### src/rtl/sgs_pkg.sv
`timescale 1ns / 1ps
// ----------------------------------------------------------------------------
// sgs_pkg
// Widths, constants and shared types of the steering guide search.
// ----------------------------------------------------------------------------
package sgs_pkg;

  localparam int PosW    = 12;
  localparam int SpeedW  = 15;
  localparam int DriveW  = 16;
  localparam int HitsW   = 4;
  localparam int MarginW = 8;
  localparam int GainW   = 8;

  localparam int SEARCH_TICKS = 500;
  localparam int CENTER_TICKS = 300;
  localparam int DEADBAND     = 3;
  localparam int HITS_NEEDED  = 2;

  localparam int SearchTickW = $clog2(SEARCH_TICKS + 1);
  localparam int CenterTickW = $clog2(CENTER_TICKS + 1);

  localparam int CfgIdxW  = 3;
  localparam int CfgDataW = 15;

  typedef struct packed {
    logic [PosW-1:0]    left_limit;
    logic [PosW-1:0]    right_limit;
    logic [PosW-1:0]    center_position;
    logic [MarginW-1:0] limit_margin;
    logic [SpeedW-1:0]  max_steer_speed;
    logic [SpeedW-1:0]  max_motor_speed;
    logic [GainW-1:0]   center_gain;
  } cfg_t;

  typedef struct packed {
    logic              start_req;
    logic              search_right_first;
    logic [SpeedW-1:0] sweep_speed;
    logic [PosW-1:0]   position_sample;
    logic [HitsW-1:0]  guide_hits;
    logic              abort_req;
  } item_t;

  typedef struct packed {
    logic signed [DriveW-1:0] drive_speed;
    logic                     busy_res;
    logic                     finished;
    logic                     guide_found;
  } result_t;

endpackage

### src/rtl/sgs_cfg_regs.sv
`timescale 1ns / 1ps
// ----------------------------------------------------------------------------
// sgs_cfg_regs
// Configuration register file, written through a plain write port.
// ----------------------------------------------------------------------------
module sgs_cfg_regs (
  input  logic                          clk_i,
  input  logic                          rst_ni,
  input  logic                          cfg_we_i,
  input  logic [sgs_pkg::CfgIdxW-1:0]   cfg_idx_i,
  input  logic [sgs_pkg::CfgDataW-1:0]  cfg_wdata_i,
  output sgs_pkg::cfg_t                 cfg_o
);

  localparam logic [sgs_pkg::CfgIdxW-1:0] RegLeftLimit  = 3'd0;
  localparam logic [sgs_pkg::CfgIdxW-1:0] RegRightLimit = 3'd1;
  localparam logic [sgs_pkg::CfgIdxW-1:0] RegCenterPos  = 3'd2;
  localparam logic [sgs_pkg::CfgIdxW-1:0] RegMargin     = 3'd3;
  localparam logic [sgs_pkg::CfgIdxW-1:0] RegMaxSteer   = 3'd4;
  localparam logic [sgs_pkg::CfgIdxW-1:0] RegMaxMotor   = 3'd5;
  localparam logic [sgs_pkg::CfgIdxW-1:0] RegGain       = 3'd6;

  sgs_pkg::cfg_t cfg_q, cfg_d;

  always_comb begin
    cfg_d = cfg_q;
    if (cfg_we_i) begin
      unique case (cfg_idx_i)
        RegLeftLimit:  cfg_d.left_limit      = cfg_wdata_i[sgs_pkg::PosW-1:0];
        RegRightLimit: cfg_d.right_limit     = cfg_wdata_i[sgs_pkg::PosW-1:0];
        RegCenterPos:  cfg_d.center_position = cfg_wdata_i[sgs_pkg::PosW-1:0];
        RegMargin:     cfg_d.limit_margin    = cfg_wdata_i[sgs_pkg::MarginW-1:0];
        RegMaxSteer:   cfg_d.max_steer_speed = cfg_wdata_i[sgs_pkg::SpeedW-1:0];
        RegMaxMotor:   cfg_d.max_motor_speed = cfg_wdata_i[sgs_pkg::SpeedW-1:0];
        RegGain:       cfg_d.center_gain     = cfg_wdata_i[sgs_pkg::GainW-1:0];
        default:       cfg_d = cfg_q;
      endcase
    end
  end

  always_ff @(posedge clk_i or negedge rst_ni) begin
    if (!rst_ni) begin
      cfg_q.left_limit      <= 12'd1000;
      cfg_q.right_limit     <= 12'd3000;
      cfg_q.center_position <= 12'd2048;
      cfg_q.limit_margin    <= 8'd30;
      cfg_q.max_steer_speed <= 15'd1000;
      cfg_q.max_motor_speed <= 15'd2999;
      cfg_q.center_gain     <= 8'd10;
    end else begin
      cfg_q <= cfg_d;
    end
  end

  assign cfg_o = cfg_q;

endmodule

### src/rtl/sgs_core.sv
`timescale 1ns / 1ps
// ----------------------------------------------------------------------------
// sgs_core
// Search state and the per-tick step: sweep, limit tracking, centering.
// ----------------------------------------------------------------------------
module sgs_core (
  input  logic             clk_i,
  input  logic             rst_ni,
  input  logic             step_en_i,
  input  sgs_pkg::cfg_t    cfg_i,
  input  sgs_pkg::item_t   item_i,
  output sgs_pkg::result_t res_o
);

  localparam logic [1:0] PhIdle   = 2'd0;
  localparam logic [1:0] PhSweep  = 2'd1;
  localparam logic [1:0] PhCenter = 2'd2;

  localparam int ProdW = sgs_pkg::PosW + sgs_pkg::GainW;
  localparam int CmpW  = sgs_pkg::PosW + 2;
  localparam int ErrW  = sgs_pkg::PosW + 1;

  logic [1:0]                        phase_q, phase_d;
  logic                              right_first_q, right_first_d;
  logic                              left_reached_q, left_reached_d;
  logic                              right_reached_q, right_reached_d;
  logic [sgs_pkg::SearchTickW-1:0]   sticks_q, sticks_d;
  logic [sgs_pkg::CenterTickW-1:0]   cticks_q, cticks_d;
  logic [sgs_pkg::SpeedW-1:0]        held_q, held_d;

  // clamp to both speed limits
  function automatic logic [sgs_pkg::SpeedW-1:0] limit_speed(
    input logic [ProdW-1:0]          v,
    input logic [sgs_pkg::SpeedW-1:0] max_steer,
    input logic [sgs_pkg::SpeedW-1:0] max_motor
  );
    logic [ProdW-1:0] r;
    r = v;
    if (r > ProdW'(max_steer)) r = ProdW'(max_steer);
    if (r > ProdW'(max_motor)) r = ProdW'(max_motor);
    return r[sgs_pkg::SpeedW-1:0];
  endfunction

  logic                              hit;
  logic signed [CmpW-1:0]            pos_s, lt_s, rt_s;
  logic                              left_far, right_far;
  logic signed [ErrW-1:0]            err;
  logic [sgs_pkg::PosW-1:0]          mag;
  logic [ProdW-1:0]                  prod;
  logic [sgs_pkg::SpeedW-1:0]        held_eff;
  logic [sgs_pkg::SpeedW-1:0]        v_sweep, v_center;
  logic signed [sgs_pkg::DriveW-1:0] pos_sweep, pos_center;
  logic                              enter_center;
  logic [sgs_pkg::CenterTickW-1:0]   cticks_eff;
  logic [1:0]                        phase_eff;

  assign hit   = item_i.guide_hits >= sgs_pkg::HitsW'(sgs_pkg::HITS_NEEDED);
  assign pos_s = $signed(CmpW'(item_i.position_sample));
  assign lt_s  = $signed(CmpW'(cfg_i.left_limit)) + $signed(CmpW'(cfg_i.limit_margin));
  // signed on purpose: a margin beyond the limit goes negative
  assign rt_s  = $signed(CmpW'(cfg_i.right_limit)) - $signed(CmpW'(cfg_i.limit_margin));
  assign left_far  = pos_s > lt_s;
  assign right_far = pos_s < rt_s;

  assign err  = $signed(ErrW'(item_i.position_sample)) - $signed(ErrW'(cfg_i.center_position));
  assign mag  = err[ErrW-1] ? sgs_pkg::PosW'(-err) : sgs_pkg::PosW'(err);
  assign prod = ProdW'(mag) * ProdW'(cfg_i.center_gain);

  // speed of this tick: a start latches the new one
  assign held_eff   = item_i.start_req ? item_i.sweep_speed : held_q;
  assign v_sweep    = limit_speed(ProdW'(held_eff), cfg_i.max_steer_speed,
                                  cfg_i.max_motor_speed);
  assign v_center   = limit_speed(prod, cfg_i.max_steer_speed, cfg_i.max_motor_speed);
  assign pos_sweep  = $signed(sgs_pkg::DriveW'(v_sweep));
  assign pos_center = $signed(sgs_pkg::DriveW'(v_center));

  always_comb begin
    phase_d         = phase_q;
    right_first_d   = right_first_q;
    left_reached_d  = left_reached_q;
    right_reached_d = right_reached_q;
    sticks_d        = sticks_q;
    cticks_d        = cticks_q;
    held_d          = held_q;
    res_o           = '0;
    enter_center    = 1'b0;

    // a start restarts the search and is itself the first sweep tick
    if (item_i.start_req) begin
      right_first_d   = item_i.search_right_first;
      held_d          = item_i.sweep_speed;
      left_reached_d  = 1'b0;
      right_reached_d = 1'b0;
      sticks_d        = sgs_pkg::SearchTickW'(sgs_pkg::SEARCH_TICKS);
      phase_d         = PhSweep;
    end
    phase_eff = phase_d;

    if (phase_eff == PhSweep) begin
      if (hit) begin
        phase_d           = PhIdle;
        res_o.finished    = 1'b1;
        res_o.guide_found = 1'b1;
      end else if (sticks_d == '0 || item_i.abort_req) begin
        if (sticks_d != '0) sticks_d = sticks_d - 1'b1;
        phase_d        = PhIdle;
        res_o.finished = 1'b1;
      end else begin
        sticks_d       = sticks_d - 1'b1;
        res_o.busy_res = 1'b1;
        if (!right_first_d) begin
          if (!left_reached_d) begin
            if (left_far) res_o.drive_speed = -pos_sweep;
            else begin
              left_reached_d    = 1'b1;
              res_o.drive_speed = pos_sweep;
            end
          end else if (!right_reached_d) begin
            if (right_far) res_o.drive_speed = pos_sweep;
            else right_reached_d = 1'b1;
          end else begin
            enter_center = 1'b1;
          end
        end else begin
          if (!right_reached_d) begin
            if (right_far) res_o.drive_speed = pos_sweep;
            else begin
              right_reached_d   = 1'b1;
              res_o.drive_speed = -pos_sweep;
            end
          end else if (!left_reached_d) begin
            if (left_far) res_o.drive_speed = -pos_sweep;
            else left_reached_d = 1'b1;
          end else begin
            enter_center = 1'b1;
          end
        end
      end
    end

    cticks_eff = enter_center ? sgs_pkg::CenterTickW'(sgs_pkg::CENTER_TICKS) : cticks_q;

    if (phase_eff == PhCenter || enter_center) begin
      res_o = '0;
      if (mag <= sgs_pkg::PosW'(sgs_pkg::DEADBAND) || cticks_eff == '0) begin
        phase_d           = PhIdle;
        cticks_d          = cticks_eff;
        res_o.finished    = 1'b1;
        res_o.guide_found = hit;
      end else begin
        phase_d           = PhCenter;
        cticks_d          = cticks_eff - 1'b1;
        res_o.busy_res    = 1'b1;
        res_o.drive_speed = (err > 0) ? -pos_center : pos_center;
      end
    end
  end

  always_ff @(posedge clk_i or negedge rst_ni) begin
    if (!rst_ni) begin
      phase_q         <= PhIdle;
      right_first_q   <= 1'b0;
      left_reached_q  <= 1'b0;
      right_reached_q <= 1'b0;
      sticks_q        <= '0;
      cticks_q        <= '0;
      held_q          <= '0;
    end else if (step_en_i) begin
      phase_q         <= phase_d;
      right_first_q   <= right_first_d;
      left_reached_q  <= left_reached_d;
      right_reached_q <= right_reached_d;
      sticks_q        <= sticks_d;
      cticks_q        <= cticks_d;
      held_q          <= held_d;
    end
  end

endmodule

### src/rtl/steer_guide_sweep_search.sv
`timescale 1ns / 1ps
// ----------------------------------------------------------------------------
// steer_guide_sweep_search
// Steering-axle guide search, one control tick per input request.
// ----------------------------------------------------------------------------
// Each accepted request is one 10 ms control tick and yields exactly one
// result. A request lands in an input register, is evaluated by the single
// step of sgs_core (sweep, limit flags, centering with an 12x8 multiply and
// clamp); the result is captured in an output register as the tick advances,
// which waits while an untaken result is held. One request per cycle is
// sustained while results are taken. Configuration writes take effect at once
// and belong in idle periods.
module steer_guide_sweep_search (
  input  logic                               clk_i,
  input  logic                               rst_ni,
  input  logic                               cfg_we_i,
  input  logic [sgs_pkg::CfgIdxW-1:0]        cfg_idx_i,
  input  logic [sgs_pkg::CfgDataW-1:0]       cfg_wdata_i,
  input  logic                               in_valid_i,
  output logic                               in_ready_o,
  input  logic                               start_req_i,
  input  logic                               search_right_first_i,
  input  logic [sgs_pkg::SpeedW-1:0]         sweep_speed_i,
  input  logic [sgs_pkg::PosW-1:0]           position_sample_i,
  input  logic [sgs_pkg::HitsW-1:0]          guide_hits_i,
  input  logic                               abort_i,
  output logic                               out_valid_o,
  input  logic                               out_ready_i,
  output logic signed [sgs_pkg::DriveW-1:0]  drive_speed_o,
  output logic                               busy_res_o,
  output logic                               finished_o,
  output logic                               guide_found_o
);

  sgs_pkg::cfg_t    cfg;
  sgs_pkg::item_t   item_q;
  sgs_pkg::result_t step_res;
  sgs_pkg::result_t res_q;
  logic             s1_valid_q, s1_valid_d;
  logic             out_valid_q, out_valid_d;
  logic             advance, in_take;

  sgs_cfg_regs u_cfg (
    .clk_i       (clk_i),
    .rst_ni      (rst_ni),
    .cfg_we_i    (cfg_we_i),
    .cfg_idx_i   (cfg_idx_i),
    .cfg_wdata_i (cfg_wdata_i),
    .cfg_o       (cfg)
  );

  // tick moves from input register to output register
  assign advance    = s1_valid_q && (!out_valid_q || out_ready_i);
  assign in_ready_o = !s1_valid_q || advance;
  assign in_take    = in_valid_i && in_ready_o;

  sgs_core u_core (
    .clk_i     (clk_i),
    .rst_ni    (rst_ni),
    .step_en_i (advance),
    .cfg_i     (cfg),
    .item_i    (item_q),
    .res_o     (step_res)
  );

  always_comb begin
    s1_valid_d = s1_valid_q;
    if (in_take) s1_valid_d = 1'b1;
    else if (advance) s1_valid_d = 1'b0;

    out_valid_d = out_valid_q;
    if (advance) out_valid_d = 1'b1;
    else if (out_ready_i) out_valid_d = 1'b0;
  end

  always_ff @(posedge clk_i or negedge rst_ni) begin
    if (!rst_ni) begin
      s1_valid_q  <= 1'b0;
      out_valid_q <= 1'b0;
    end else begin
      s1_valid_q  <= s1_valid_d;
      out_valid_q <= out_valid_d;
    end
  end

  always_ff @(posedge clk_i) begin
    if (in_take) begin
      item_q.start_req          <= start_req_i;
      item_q.search_right_first <= search_right_first_i;
      item_q.sweep_speed        <= sweep_speed_i;
      item_q.position_sample    <= position_sample_i;
      item_q.guide_hits         <= guide_hits_i;
      item_q.abort_req          <= abort_i;
    end
    if (advance) res_q <= step_res;
  end

  assign out_valid_o   = out_valid_q;
  assign drive_speed_o = res_q.drive_speed;
  assign busy_res_o    = res_q.busy_res;
  assign finished_o    = res_q.finished;
  assign guide_found_o = res_q.guide_found;

endmodule

### config.mk
export PLATFORM = sky130hd
export DESIGN_NAME = steer_guide_sweep_search
export DESIGN_NICKNAME = d
export VERILOG_FILES = /design/src/rtl/sgs_pkg.sv /design/src/rtl/sgs_cfg_regs.sv /design/src/rtl/sgs_core.sv /design/src/rtl/steer_guide_sweep_search.sv
export SDC_FILE = /design/constraint.sdc
export NUM_CORES = 1
export LEC_CHECK = 0
export BUFFER_PORTS_ARGS = -buffer_cell sky130_fd_sc_hd__clkbuf_2
export CELL_PAD_IN_SITES_DETAIL_PLACEMENT = 1
export CELL_PAD_IN_SITES_GLOBAL_PLACEMENT = 2
export CORE_ASPECT_RATIO = 1.1
export CORE_MARGIN = 3
export CORE_UTILIZATION = 37
export CTS_CLUSTER_SIZE = 12
export DETAILED_ROUTE_END_ITERATION = 10
export HOLD_SLACK_MARGIN = 0.1
export PLACE_DENSITY = 0.83
export REMOVE_ABC_BUFFERS = 1
export SETUP_SLACK_MARGIN = 0.5
export SYNTH_ARGS = -nofsm -noshare
export SYNTH_HDL_FRONTEND = slang
export SYNTH_HIERARCHICAL = 1
export SYNTH_SLANG_ARGS = --single-unit
### constraint.sdc
create_clock -name clk_i -period 12.08 [get_ports clk_i]
set_input_delay 0 -clock clk_i [delete_from_list [all_inputs] [get_ports clk_i]]
set_output_delay 0 -clock clk_i [all_outputs]
set_load 0.1 [all_outputs]
Word-level counts from Yosys, hierarchy flattened

Cells that the tools add are included.

Register bits after elaboration: 175
Input bits: 57
Output and inout port bits: 21
Logic and storage cells: 142

$add $sub $neg: 8
Multiply operators: 1
Magnitude comparators: 9
Equality and inequality tests: 8
Mux-type cells: 67
Reduce and logical (&&, ||, !) cells: 23

Operators with widths:

| cell                                                                   | count |
|---|---|
| 16-bit two-way mux                                                     | 9 |
| 15-bit two-way mux                                                     | 5 |
| 9-bit two-way mux                                                      | 7 |
| 17-bit two-way mux                                                     | 3 |
| 20-bit by 15-bit > comparator with 1-bit output                        | 2 |
| 19-bit two-way mux                                                     | 2 |
| 1-bit two-way mux                                                      | 32 |
| 15-bit negation with 16-bit output                                     | 2 |
| 15-bit > comparator                                                    | 2 |
| 12-bit by 8-bit multiplier with 20-bit output                          | 1 |
| 20-bit two-way mux                                                     | 1 |
| 9-bit zero test                                                        | 2 |
| 9-bit by 1-bit subtractor with 9-bit output, second input constant     | 2 |
| 2-bit AND reduction                                                    | 8 |
| 13-bit by 14-bit > comparator with 1-bit output                        | 1 |
| 13-bit by 14-bit < comparator with 1-bit output                        | 1 |
| 2-bit two-way mux                                                      | 7 |
| 12-bit by 8-bit adder with 13-bit output                               | 1 |
| 13-bit by 1-bit > comparator with 1-bit output, second input constant  | 1 |
| 12-bit by 12-bit subtractor with 13-bit output                         | 1 |
| 12-bit by 8-bit subtractor with 13-bit output                          | 1 |
| 12-bit by 2-bit <= comparator with 1-bit output, second input constant | 1 |
| 12-bit two-way mux                                                     | 1 |
| 12-bit negation                                                        | 1 |
| 12 further kinds                                                       | 22 |

Longest topological paths before layout

Gate-level depths: netlist (run 1).

Word-level depth: 14
Gate-level depth with buffers: 55
Mapped depth without buffers: 50

Cells and area by module

The synthesis (run 1) kept the hierarchy.

By module, submodules not included:

| module                   | times used | cells an instance | area an instance (um^2) | seq. area each (um^2) |
|---|---|---|---|---|
| sgs_core                 | 1          | 1482              | 11340.9                 | 950.9 |
| sgs_cfg_regs             | 1          | 178               | 3315.7                  | 2095.8 |
| steer_guide_sweep_search | 1          | 61                | 1695.4                  | 1641.6 |

Worst setup path before layout (run 1)

Ideal clock, no wire load.

Path type: register to register
Start point: register u_cfg.cfg_q (netlist bit u_cfg/cfg_o[46])
End point: register res_q (netlist bit drive_speed_o[14]) (data pin)
Arrival time: 11789 ps
Required time: 11815 ps
Slack: 26 ps
Stages on the path, launching flop included: 52
Buffers on the path: 4
Clock period less this slack: 12054 ps
Path through: dfrtp_1 ha_1 fa_1 nand2b_1 a21oi_2 o221ai_1 a31oi_1 nor2_1 xnor2_1 nor2b_1 fa_1 fa_1 fa_1 inv_1 fa_1 inv_1 ha_1 a21o_1 [16 not listed] nor2b_1 o21a_1 o21a_1 o21ai_0 o2111ai_1 o211ai_1 clkbuf_1 buf_1 clkbuf_1 nand2_1 o21ai_0 ha_1 o21ai_0 a31oi_1 o211ai_2 o41ai_2 xnor2_1 o22ai_2

RTL lines:

| what                   | line                           | text |
|---|---|---|
| start, declared        | sgs_cfg_regs.sv:23             | `sgs_pkg::cfg_t cfg_q, cfg_d;` |
| start signal, assigned | sgs_cfg_regs.sv:51             | `cfg_q <= cfg_d;` |
| end signal, assigned   | steer_guide_sweep_search.sv:95 | `if (advance) res_q <= step_res;` |
| end, declared          | steer_guide_sweep_search.sv:38 | `sgs_pkg::result_t res_q;` |

==> flow_metrics.tcl, run 1 <==
set metrics [dict create \
    status "complete, no violations" \
    first_pass_grt_wire_length_um 80400 \
    cp_num_buf_inv 3 \
    worstHoldPathType "primary input to asynchronous set/reset pin" \
    max_freq_ghz 0.0879 \
    first_global_vias 14400 \
    die_h_um 226 \
    routed_via_density 5.52 \
    worst_setup_path_startpoint "u_cfg/cfg_o[46]" \
    clk_buf_depth 2 \
    globalRouteOverflowTotal 0 \
    place_hpwl_um 38700 \
    clock-sinks 174 \
    rows 80 \
    antenna_left 0 \
    drt_iter0_drc 748 \
    detailroute.via_count 13700 \
    initial_cell_density_of_the_core 0.376 \
    cts_max_level 4 \
    io_pins 78 \
    pin_count_of_the_biggest_net_entering_global_routing 71 \
    tritoncts "done" \
    r2r-start "u_cfg/cfg_o[46]" \
    clk_pin_slew_ns 0.08 \
    setup_total_negative_slack_ns 0 \
    synthesis.area_um2 16300 \
    layout-drive-gt1-share 0.234 \
    grt_util_all_layers 0.220 \
    clockRootBuffer "sky130_fd_sc_hd__clkbuf_16" \
    finalWirelength_um 51600 \
    die_x_um 206 \
    maxSlewViolCount 0 \
    timing.critical_path.max_delay_family "adder cells" \
    min_tclk_post_route_ns 11.38 \
    synth.avg_cell_area_um2 9.49 \
    timing.critical_path.required_ns 12.26 \
    synth.yosys.warnings 6 \
    worst_path_most_repeated_cell "sky130_fd_sc_hd__fa_1" \
    clk-insertion-delay-late_ns 0.46 \
    hold_violations 0 \
    cts-buffers-inserted 17 \
    gpl.final_weighted_congestion 0.899 \
    max_stage_delay_ns 0.56 \
    postSynthCellCount 1720 \
    drv_cap 0 \
    area_delta_synth_final_pct 19.0 \
    design.die.area_um2 46700 \
    coreArea_um2 43400 \
    finalCritPeriodShare 0.942 \
    n_antenna_cell 0 \
    finalNetCount 2175 \
    worst-path-max-fanout 6 \
    hold_ws_ns 0.161 \
    worst_ep_arrival_time_ns 11.56 \
    routedWlPerCell_um 20.8 \
    rsz0062_at_grt "false" \
    port_buffers 76 \
    worst_path_max_delay_cell "sky130_fd_sc_hd__fa_1" \
    cp-start-kind "flop" \
    setup_clock_skew_after_layout_ns 0.0194 \
    critical_path_class "flop to flop" \
    antenna_found_initial 0 \
    post-route-drc-count 0 \
    setup_viol_count_final 0 \
    detailedRoute.firstPassIterationCount 5 \
    slew_margin_rel 0.147 \
    tightest_slew_ns 1.27 \
    setup.worst_path.end_class "flop" \
]
[final timing paths]
| kind | endpoint | slack, ns | depth (start not counted) |
|---|---|---|---|
| min reg2reg | u_core/held_q[13] | 0.47 | 2 |
| max reg2reg | drive_speed_o[14] | 0.70 | 46 |
| min in group clk_i | u_cfg/cfg_o[72] | 0.23 | 3 |
| max | drive_speed_o[14] | 0.70 | 46 |
| max in group asynchronous | u_cfg/cfg_o[80] | 10.45 | 3 |
| min | u_cfg/cfg_o[22] | 0.16 | 2 |
[state kept, by name, summed over array words and instances (netlist names)]
name                    flops
u_cfg/cfg_o                82
item_q                     33
drive_speed_o              16
u_core/held_q              15
u_core/cticks_q             9
u_core/sticks_q             9
u_core/phase_q              2
busy_res_o                  1
finished_o                  1
guide_found_o               1
out_valid_o                 1
s1_valid_q                  1
u_core/left_reached_q       1
u_core/right_first_q        1
u_core/right_reached_q      1
[worst register-to-register path, delay by kind of cell, from the launching register on]
family	cells	cell delay, ns
flip-flops	1	0.42
XOR/XNOR	3	0.65
multiplexers	2	0.65
buffers and inverters	3	0.29
adder cells (fa/ha/maj)	10	3.70
AND/OR/NAND/NOR	11	2.20
AO/OA/AOI/OAI	17	3.19
[layer usage]
metal	track usage	up-vias	share of wire
met5	0	-	0
met3	0.0294	55	0.032
met4	0.0512	0	0.019
li1	-	6486	-
met2	0.376	255	0.49
met1	0.298	6936	0.46
[cell type report]
cell class	instances	area (um2)
tap	574	718
sequential	174	4660
clock buffer	17	425
inverter	159	597
multi-input combinational	1338	11300
timing repair buffer	209	1540
fill	4977	24000
clock inverter	15	158
[through the flow]
step / instances / utilization / setup WS (ns) / cell area (um2)
5_1_grt: 2486 / 0.447 / 0.298 / 19400
6_report: 2486 / 0.447 / 0.701 / 19400
4_1_cts: 2448 / 0.432 / 0.524 / 18700
3_3_place_gp: 2350 / 0.400 / 0.239 / 17400
3_5_place_dp: 2350 / 0.400 / -0.0969 / 17400
2_1_floorplan: 1670 / - / 0.291 / 16100
[repair_timing]
item / CTS / global route
setup buffers: 14 / 36
endpoints found under the hold margin: 169 / 0
pin swaps: 5 / 37
gates cloned: 0 / 2
hold buffers: 52 / 0
setup endpoints to repair: 13 / 15
gates resized for setup: 28 / 79
[cell usage in the layout, fill, tap and decap left out, types with 14 or more instances in the layout]
master,count
sky130_fd_sc_hd__inv_1,156
sky130_fd_sc_hd__ha_1,145
sky130_fd_sc_hd__nand2_1,131
sky130_fd_sc_hd__mux2_2,100
sky130_fd_sc_hd__nor2_1,99
sky130_fd_sc_hd__a21oi_1,90
sky130_fd_sc_hd__dfrtp_1,87
sky130_fd_sc_hd__buf_4,78
sky130_fd_sc_hd__clkbuf_2,75
sky130_fd_sc_hd__fa_1,62
sky130_fd_sc_hd__nor2b_1,60
sky130_fd_sc_hd__o21ai_0,53
sky130_fd_sc_hd__edfxtp_1,52
sky130_fd_sc_hd__dlygate4sd3_1,52
sky130_fd_sc_hd__and2_1,43
sky130_fd_sc_hd__dfstp_2,35
sky130_fd_sc_hd__nand2b_1,32
sky130_fd_sc_hd__xnor2_1,32
sky130_fd_sc_hd__nand3_1,32
sky130_fd_sc_hd__xor2_1,27
sky130_fd_sc_hd__nand4_1,26
sky130_fd_sc_hd__nor3_1,26
sky130_fd_sc_hd__a21o_1,24
sky130_fd_sc_hd__mux2_4,21
sky130_fd_sc_hd__o21a_1,21
sky130_fd_sc_hd__mux2i_1,21
sky130_fd_sc_hd__clkbuf_16,17
sky130_fd_sc_hd__o211ai_1,17
sky130_fd_sc_hd__a31oi_1,17
sky130_fd_sc_hd__o22ai_1,14
Power of run 1 is not shown: default switching activity piles up to over one toggle a cycle in this logic, so the estimate is an artifact.
==> run 2: changes to the inputs <==
CORE_MARGIN = 1.5   (was 3)
==> flow_metrics.tcl, run 2 (synthesized netlist as in run 1, its figures left out) <==
set metrics [dict create \
    cp-start-kind "flop" \
    worstHoldPathType "primary input to asynchronous set/reset pin" \
    coreArea_um2 43400 \
    status "complete, no violations" \
    final_cell_area_um2 19500 \
    worst_ep_arrival_time_ns 11.28 \
    placed_area_um2 17500 \
    setup_clock_skew_after_layout_ns 0.0145 \
    grt_util_all_layers 0.231 \
    min_tclk_post_route_ns 11.10 \
    antenna_left 0 \
    gpl.final_weighted_congestion 0.948 \
    tritoncts "done" \
    worst_path_most_repeated_cell "sky130_fd_sc_hd__buf_4" \
    clk_pin_slew_ns 0.08 \
    tightest_slew_ns 1.10 \
    r2r-end "drive_speed_o[14]" \
    first_global_vias 14700 \
    worst-path-max-fanout 8 \
    layout.cells.most_common_list "sky130_fd_sc_hd__inv_1, sky130_fd_sc_hd__ha_1, sky130_fd_sc_hd__nand2_1, sky130_fd_sc_hd__mux2_2, sky130_fd_sc_hd__nor2_1" \
    maxSlewViolCount 0 \
    finalNetCount 2167 \
    max_reg_flops 82 \
    setup_viol_count_final 0 \
    rsz0062_at_grt "false" \
    antenna_found_initial 1 \
    place_hpwl_um 39000 \
    timing.reg2reg.worst_path_depth 48 \
    design.die.area_um2 45400 \
    pin_count_of_the_biggest_net_entering_global_routing 69 \
    routed_via_density 5.55 \
    n_antenna_cell 0 \
    routedWlPerCell_um 20.8 \
    clk_buf_depth 2 \
    cts_max_level 4 \
    layout.cells.most_common "sky130_fd_sc_hd__inv_1" \
    post-route-drc-count 0 \
    worst_path_max_delay_cell "sky130_fd_sc_hd__fa_1" \
    die_h_um 223 \
    finalCritPeriodShare 0.919 \
    rows 80 \
    layout-drive-gt1-share 0.236 \
    setup.worst_path.end_class "flop" \
    clockRootBuffer "sky130_fd_sc_hd__clkbuf_16" \
    clk-insertion-delay-late_ns 0.47 \
    cts-buffers-inserted 17 \
    area_delta_synth_final_pct 19.4 \
    globalRouteOverflowTotal 0 \
    port_buffers 76 \
    first_pass_grt_wire_length_um 82000 \
    max_freq_ghz 0.0901 \
    detailedRoute.firstPassIterationCount 5 \
    r2r_setup_slack_ns 0.98 \
    clock-sinks 174 \
    max_stage_delay_ns 0.54 \
    drv_cap 0 \
    timing.critical_path.required_ns 12.26 \
    hold_violations 0 \
    critical_path_class "flop to flop" \
    die_x_um 203 \
    slew_margin_rel 0.260 \
    initial_cell_density_of_the_core 0.376 \
    finalWirelength_um 51400 \
    detailroute.via_count 13800 \
    final_core_util 0.449 \
    r2r-start "item_q[5]" \
    io_pins 78 \
    drt_iter0_drc 722 \
]
## run 2: cell types whose count changed in the layout (fill, tap and decap cells not counted), sizes merged
cell           previous run  this run
inv                     165       166
clkinv                    7         6
clkdlybuf4s15             1         0
buf                      81        75
nand2                   135       134
## run 2: per-layer routing
layer	global-route usage	share of wire
met5	0	0.00018
met1	0.301	0.44
met3	0.0259	0.033
met2	0.399	0.50
met4	0.0755	0.026
## run 2: cell type report
class	count	area [um2]
multi-input combinational	1337	11400
clock buffer	17	425
sequential	174	4660
inverter	159	597
clock inverter	15	198
fill	4978	24000
tap	574	718
timing repair buffer	202	1480
## run 2: how the worst max path moves through the flow
stage	start	endpoint	cells after the start
after floorplan	u_cfg/cfg_o[46]	drive_speed_o[14]	42
after global placement	item_q[5]	drive_speed_o[5]	46
after detailed placement	item_q[5]	drive_speed_o[14]	45
after CTS	item_q[5]	drive_speed_o[14]	48
after global routing	item_q[5]	drive_speed_o[13]	50
final	item_q[5]	drive_speed_o[14]	48
## run 2: timing repair
action / in CTS / in global routing
endpoints found under the setup margin: 13 / 15
pin swaps: 5 / 39
setup buffers: 12 / 24
gates resized for setup: 26 / 95
endpoints found under the hold margin: 171 / 0
hold buffers: 52 / 0
## run 2: stage by stage
step,setup TNS [ns],std cells,setup WS (ns),hold slack (ns)
global route,0,2478,0.417,0.208
floorplan,0,1670,0.291,-0.296
finish,0,2478,0.984,0.140
global placement,0,2358,0.248,0.118
CTS,0,2454,0.504,0.179
detailed placement,-0.114,2358,-0.114,0.125
## run 2: worst max-delay path: cells and delay by family (launching register included)
family | cells | cell delay (ns)
and+or+nand+nor | 10 | 2.22
muxes | 1 | 0.28
DFF | 1 | 0.41
buffers and inverters | 10 | 1.10
AOI/OAI and AO/OA | 14 | 2.64
adders and majority gates | 10 | 3.48
xor gates and xnor gates | 3 | 0.66
Power of run 2 is left out for the same reason.
